### src/rtl/assert_macros.svh
// ---------------------------------------------------------------------------
// assert_macros.svh
// Assertion shorthands shared by the piecewise-linear schedule RTL.
// ---------------------------------------------------------------------------
`ifndef ASSERT_MACROS_SVH
`define ASSERT_MACROS_SVH

// same-cycle implication, clocked on clk, quiet while rst_n is low
`define ASSERT_IMPLIES(label, ante, cons, msg) \
  label: assert property (@(posedge clk) disable iff (!rst_n) (ante) |-> (cons)) \
    else $error(msg);

// next-cycle implication, clocked on clk, quiet while rst_n is low
`define ASSERT_NEXT(label, ante, cons, msg) \
  label: assert property (@(posedge clk) disable iff (!rst_n) (ante) |=> (cons)) \
    else $error(msg);

`endif

### src/rtl/pls_pkg.sv
// ---------------------------------------------------------------------------
// pls_pkg
// Types and constants shared by the piecewise-linear schedule modules.
// ---------------------------------------------------------------------------
package pls_pkg;

  localparam int unsigned ValW     = 32;  // Q16.16 word
  localparam int unsigned IdxW     = 4;   // point_index / segment field
  localparam int unsigned CntW     = 5;   // point_count register
  localparam int unsigned DivSteps = 33;  // quotient bits of the divider
  localparam int unsigned DivCntW  = $clog2(DivSteps);

  typedef enum logic {
    CMD_WRITE = 1'b0,
    CMD_EVAL  = 1'b1
  } command_t;

  typedef enum logic [2:0] {
    REGION_INTERIOR = 3'd0,
    REGION_FIRST    = 3'd1,
    REGION_LAST     = 3'd2,
    REGION_SINGLE   = 3'd3,
    REGION_EMPTY    = 3'd4
  } region_t;

  typedef enum logic {
    CFG_POINT_COUNT = 1'b0,
    CFG_CONSTANT    = 1'b1
  } cfg_reg_t;

  typedef enum logic [1:0] {
    ADDR_FIRST,
    ADDR_LAST,
    ADDR_SCAN,
    ADDR_NEXT
  } addr_sel_t;

  typedef enum logic [1:0] {
    RES_CONST,
    RES_DATA,
    RES_INTERP
  } res_src_t;

  typedef enum logic [3:0] {
    ST_IDLE,
    ST_FIRST,
    ST_LAST,
    ST_SCAN,
    ST_PREP,
    ST_MUL,
    ST_DIV,
    ST_FIX,
    ST_DONE
  } state_t;

  typedef struct packed {
    logic      wr_point;
    logic      accept;
    logic      rd_en;
    addr_sel_t rd_sel;
    logic      keep_prev;
    logic      keep_cur;
    logic      idx_first;
    logic      idx_inc;
    logic      set_res;
    res_src_t  res_src;
    region_t   res_region;
    logic      prep;
    logic      mul;
    logic      div_step;
    logic      load_out;
  } cmd_t;

  typedef struct packed {
    logic n_zero;
    logic n_one;
    logic t_ge_q;    // time on the read port is at or above the query
    logic q_ge_t;    // query is at or above the time on the read port
    logic div_last;
    logic out_free;
  } stat_t;

endpackage

### src/rtl/pls_ctrl.sv
// ---------------------------------------------------------------------------
// pls_ctrl
// Sequencer: table search, multiply, serial divide and result hand-off.
// ---------------------------------------------------------------------------
`include "assert_macros.svh"

module pls_ctrl (
  input  logic            clk,
  input  logic            rst_n,
  input  logic            in_valid,
  input  logic            in_command,
  output logic            in_ready,
  input  pls_pkg::stat_t  stat,
  output pls_pkg::cmd_t   cmd
);

  pls_pkg::state_t state_r, state_nxt;

  always_ff @(posedge clk) begin
    if (!rst_n) begin
      state_r <= pls_pkg::ST_IDLE;
    end else begin
      state_r <= state_nxt;
    end
  end

  always_comb begin
    state_nxt = state_r;
    cmd       = '0;
    in_ready  = 1'b0;
    unique case (state_r)
      pls_pkg::ST_IDLE: begin
        in_ready = 1'b1;
        if (in_valid) begin
          cmd.accept = 1'b1;
          if (in_command == pls_pkg::CMD_EVAL) begin
            if (stat.n_zero) begin
              cmd.set_res    = 1'b1;
              cmd.res_src    = pls_pkg::RES_CONST;
              cmd.res_region = pls_pkg::REGION_EMPTY;
              state_nxt      = pls_pkg::ST_DONE;
            end else begin
              cmd.rd_en  = 1'b1;
              cmd.rd_sel = pls_pkg::ADDR_FIRST;
              state_nxt  = pls_pkg::ST_FIRST;
            end
          end else begin
            cmd.wr_point = 1'b1;
          end
        end
      end
      pls_pkg::ST_FIRST: begin
        cmd.keep_prev = 1'b1;
        cmd.idx_first = 1'b1;
        priority if (stat.n_one) begin
          cmd.set_res    = 1'b1;
          cmd.res_src    = pls_pkg::RES_DATA;
          cmd.res_region = pls_pkg::REGION_SINGLE;
          state_nxt      = pls_pkg::ST_DONE;
        end else if (stat.t_ge_q) begin
          cmd.set_res    = 1'b1;
          cmd.res_src    = pls_pkg::RES_DATA;
          cmd.res_region = pls_pkg::REGION_FIRST;
          state_nxt      = pls_pkg::ST_DONE;
        end else begin
          cmd.rd_en  = 1'b1;
          cmd.rd_sel = pls_pkg::ADDR_LAST;
          state_nxt  = pls_pkg::ST_LAST;
        end
      end
      pls_pkg::ST_LAST: begin
        if (stat.q_ge_t) begin
          cmd.set_res    = 1'b1;
          cmd.res_src    = pls_pkg::RES_DATA;
          cmd.res_region = pls_pkg::REGION_LAST;
          state_nxt      = pls_pkg::ST_DONE;
        end else begin
          cmd.rd_en  = 1'b1;
          cmd.rd_sel = pls_pkg::ADDR_SCAN;
          state_nxt  = pls_pkg::ST_SCAN;
        end
      end
      pls_pkg::ST_SCAN: begin
        if (stat.t_ge_q) begin
          cmd.keep_cur = 1'b1;
          state_nxt    = pls_pkg::ST_PREP;
        end else begin
          cmd.keep_prev = 1'b1;
          cmd.idx_inc   = 1'b1;
          cmd.rd_en     = 1'b1;
          cmd.rd_sel    = pls_pkg::ADDR_NEXT;
        end
      end
      pls_pkg::ST_PREP: begin
        cmd.prep  = 1'b1;
        state_nxt = pls_pkg::ST_MUL;
      end
      pls_pkg::ST_MUL: begin
        cmd.mul   = 1'b1;
        state_nxt = pls_pkg::ST_DIV;
      end
      pls_pkg::ST_DIV: begin
        cmd.div_step = 1'b1;
        if (stat.div_last) begin
          state_nxt = pls_pkg::ST_FIX;
        end
      end
      pls_pkg::ST_FIX: begin
        cmd.set_res    = 1'b1;
        cmd.res_src    = pls_pkg::RES_INTERP;
        cmd.res_region = pls_pkg::REGION_INTERIOR;
        state_nxt      = pls_pkg::ST_DONE;
      end
      pls_pkg::ST_DONE: begin
        if (stat.out_free) begin
          cmd.load_out = 1'b1;
          state_nxt    = pls_pkg::ST_IDLE;
        end
      end
      default: begin
        state_nxt = pls_pkg::ST_IDLE;
      end
    endcase
  end

  // an accepted evaluate must hold off the next beat
  `ASSERT_NEXT(a_eval_holds_input, in_valid && in_ready && in_command == pls_pkg::CMD_EVAL, !in_ready, "input taken while an evaluate is in flight")

  // the divider always finishes into the fix-up step
  `ASSERT_NEXT(a_div_exit, state_r == pls_pkg::ST_DIV && stat.div_last, state_r == pls_pkg::ST_FIX, "divider did not hand over to fix-up")

endmodule

### config.mk
export PLATFORM = sky130hd
export DESIGN_NAME = pls_ctrl
export DESIGN_NICKNAME = d
export VERILOG_FILES = /design/src/rtl/pls_pkg.sv /design/src/rtl/pls_ctrl.sv
export VERILOG_INCLUDE_DIRS = /design/src /design/src/rtl
export SDC_FILE = /design/constraint.sdc
export NUM_CORES = 1
export LEC_CHECK = 0
export ABC_AREA = 1
export BUFFER_PORTS_ARGS = -buffer_cell sky130_fd_sc_hd__buf_2
export CAP_MARGIN = 20
export CORE_MARGIN = 2
export CORE_UTILIZATION = 31
export CTS_CLUSTER_DIAMETER = 40
export DETAILED_ROUTE_END_ITERATION = 10
export PLACE_DENSITY = 0.63
export SLEW_MARGIN = 30
export SYNTH_ARGS = -nofsm -noshare
export SYNTH_HDL_FRONTEND = slang
export SYNTH_SLANG_ARGS = --single-unit
### constraint.sdc
create_clock -name clk -period 1.2 [get_ports clk]
set_input_delay 0.18 -clock clk [delete_from_list [all_inputs] [get_ports clk]]
set_output_delay 0.18 -clock clk [all_outputs]
set_load 0.05 [all_outputs]
# Word-level counts from Yosys, hierarchy flattened
# Index checks and enable logic that the tools add are counted.
# classes
n_bitwise	0
magnitude_cmp	0
addsub	0
eq_ne	13
multipliers	0
reduce_logical	2
mux	39
div_mod_pow	0
shift	0
# op_table
operator	count
4-bit two-way mux	10
6-bit two-way mux	6
4-bit one-hot mux with 9 select lines	1
6-bit one-hot mux with 4 select lines	1
4-bit by 3-bit == test with 1-bit output (second input constant)	4
3-bit two-way mux	5
1-bit two-way mux	12
3-bit one-hot mux with 4 select lines	1
2-bit inequality test (second input constant)	5
4-bit by 2-bit == test with 1-bit output (second input constant)	2
5-bit two-way mux	1
5-bit AND reduction	1
4-bit by 1-bit == test with 1-bit output (second input constant)	1
4-bit == test (second input constant)	1
4-bit logical NOT	1
2-bit two-way mux	1
1-bit one-hot mux with 2 select lines	1
# word_totals
reg_bits	4
mem_count	0
ramBits	0
mem_bits_ro	0
in_bits	10
latch_bits	0

# Depth between registers and ports, before layout
# logic_depth
word_depth	4
mapped_depth	8

# Least setup slack after synthesis
# Ideal clock, no wire load.
# synth_path
path_kind	register -> output
startpoint	register state_r[1]
endpoint	output port cmd[0] (netlist name)
path_slack_ns	-1.065
required_time_ns	1.020
t_arrival_ns	2.085
stages_incl_launch_ff	4
path_cell_list	dfxtp_1 > nor2_2 > inv_1 > nor4_1
# synth_lines
item	line	rtl
start, declared	pls_ctrl.sv:17	pls_pkg::state_t state_r, state_nxt;
start signal, assigned	pls_ctrl.sv:21	state_r <= pls_pkg::ST_IDLE;
start signal, assigned	pls_ctrl.sv:23	state_r <= state_nxt;
end, declared	pls_ctrl.sv:14	output pls_pkg::cmd_t cmd

==> qor.txt <==
outcome = finished, violations left
failing checks = negative setup slack
final wirelength = 3.00 mm
top post-synthesis cells by area = dfxtp_1 (18%), nand2_1 (13%), inv_1 (12%)
CTS tree = done
die area = 0.00177 mm²
Pleak = 0.617 nW
post-synthesis adder-cell area fraction = 0%
cts hold-fix bufs = 0
startpoint type of the worst setup path = register
Clock Skews = 0.0134 ns
first-pass GRT wire length = 3.40 mm
most frequent cells in the layout = buf_4 (26), buf_6 (17), nor2_4 (12)
n_diodes = 0
port bufs = 29
fraction of layout instances using a drive strength above 1 = 76.4%
Die X = 42.1 µm
final worst path period need = 1.63 ns
area leader, netlist = dfxtp_1
routed vias = 905
Mapped Area = 450 µm²
GR Overflow Total = 0
Slew Limit Headroom = 81.1%
I/O pins = 30
setup slack at placement = -0.258 ns
Pwr per Cell Area = 625 mW/mm²
initial core utilization = 33.8%
register area share after synthesis = 17.8%
DR iter-0 viols = 45
Sinks on Clock Net = 4
Synth Area in XOR/XNOR = 0%
Final Hold Vio Count = 0
worst slew pin tran = 0.283 ns
Max Transition Viols Final = 0
# rows = 13
clock transition at the registers of the reported paths = 0.05 ns
Final setup viols = 24
setup_tns = -7.37 ns
area grow syn2layout = 183%
crit path max fanout = 5
hold slack = 0.167 ns
RSZ-0062 raised after global routing = yes
Yosys reg bits = 4
initial antenna violation count = 0
synth unique cells = 16
nets@finish = 155
filler instances = 34
commonest non-fill, non-tap cell in the layout = buf_4
CP required = 1.02 ns
CP Data Arrival Time = 1.45 ns
wire length per cell = 18.9 µm
vias per cell = 5.69
largest family of logic cells by synthesized area = simple AND/OR/NAND/NOR gates
worst hold path type = input port to register
CTS Buf Count = 3
Post-Synth Simple-Gate Area = 58.6%
DRC viols = 0
maximum VDD drop = 0.563 mV
number of global-route vias before repair = 814
Clock Latency Late Sink = 0.26 ns
CP Capture Type = primary output
htree depth = 1
largest net degree at the start of global routing = 9
drt pass-1 iters = 4
post-synthesis compound-gate area fraction = 8.61%
syn_area_per_cell = 5.63 µm²
GRT Resource Usage Total = 25.4%
Antenna Nets Post-Route = 0
max cap viols = 0
Largest Register = state_r
number of flip-flops in the largest register = 4
mux share of post-synthesis cell area = 0%
DP Wirelength = 1.29 mm
Max Freq = 613 MHz
RePlAce Congestion = 0.848
Core Area = 0.00133 mm²
CTS max path bufs = 2
slack of the critical path = -0.430 ns
period utilization = 136%
final instance count without filler cells = 159
Regs by FF count = state_r x4
Post-Place Cells = 146
Die H = 42.1 µm
Setup Crit Path Kind = register to primary output
syn_nets = 90
Mapped Cells = 80
Root Driver = clkbuf_4
YS warnings = 0
fin util = 95.6%
Synth top area share = 17.8%
==> cell usage after synthesis, drive strengths merged <==
master	n
o2111ai	1
nor3	3
inv	18
nand3	11
nor4	1
dfxtp	4
nand2	19
nor2	15
o21ai	3
a21oi	3
nand3b	2
==> report_power, final <==
group | internal, W | switching, W
Clock | 0.000126 | 0.0000823
Sequential | 0.000136 | 0.0000101
Combinational | 0.000179 | 0.000263
Total | 0.000442 | 0.000355
==> metrics by stage <==
stage | total power, W | instance area [µm²]
CTS | 0.000746 | 1210
detailed placement | 0.000468 | 967
floorplan | 0.000367 | 626
finish | 0.000797 | 1270
global placement | 0.000466 | 967
global route | 0.000825 | 1270
==> routing by layer <==
layer / share of wire (%) / GRT usage (%) / routed length, µm
met2: 50 / 45.3 / 1500
met3: 9.9 / 8.19 / 298
met5: 0 / 0 / 0
met1: 34 / 26.1 / 1030
met4: 5.8 / 13.8 / 175
==> kinds of logic (layout without fill, tap and decap cells) <==
family | after synthesis | after routing
AO/OA/AOI/OAI | 7 | 7
buffers and inverters | 18 | 82
flip-flops | 4 | 4
AND/OR/NAND/NOR | 51 | 51
==> critical path, stage by stage, from the launching register on <==
cell and delay, ns:
dfxtp_4 0.38, nor2_4 0.19, nand3b_1 0.20, o2111ai_4 0.23, buf_6 0.19
==> area by class of cell <==
type	count	area [µm²]	area share, %
clock buffer	4	26.3	2.06
timing repair buffer	60	557	43.7
sequential	4	90.1	7.07
tap	15	18.8	1.47
multi-input combinational	58	509	39.9
inverter	18	73.8	5.79
==> path summary, 6_finish.rpt <==
check	start	endpoint	slack, ns	depth (start not counted)
max	state_r[0]$_SDFFE_PN0P_	cmd[16]	-0.43	4
min	rst_n	state_r[3]$_SDFFE_PN0P_	0.17	3
max reg2reg	state_r[2]$_SDFFE_PN0P_	state_r[1]$_SDFFE_PN0P_	-0.39	10
min reg2reg	state_r[1]$_SDFFE_PN0P_	state_r[2]$_SDFFE_PN0P_	0.89	5
==> repair_timing <==
item,in CTS,in global routing
gates resized for setup,63,5
gates cloned,0,0
setup endpoints to repair,23,24
setup buffers,3,6
pin swaps,13,8
Power figures use the tool's default switching activity.
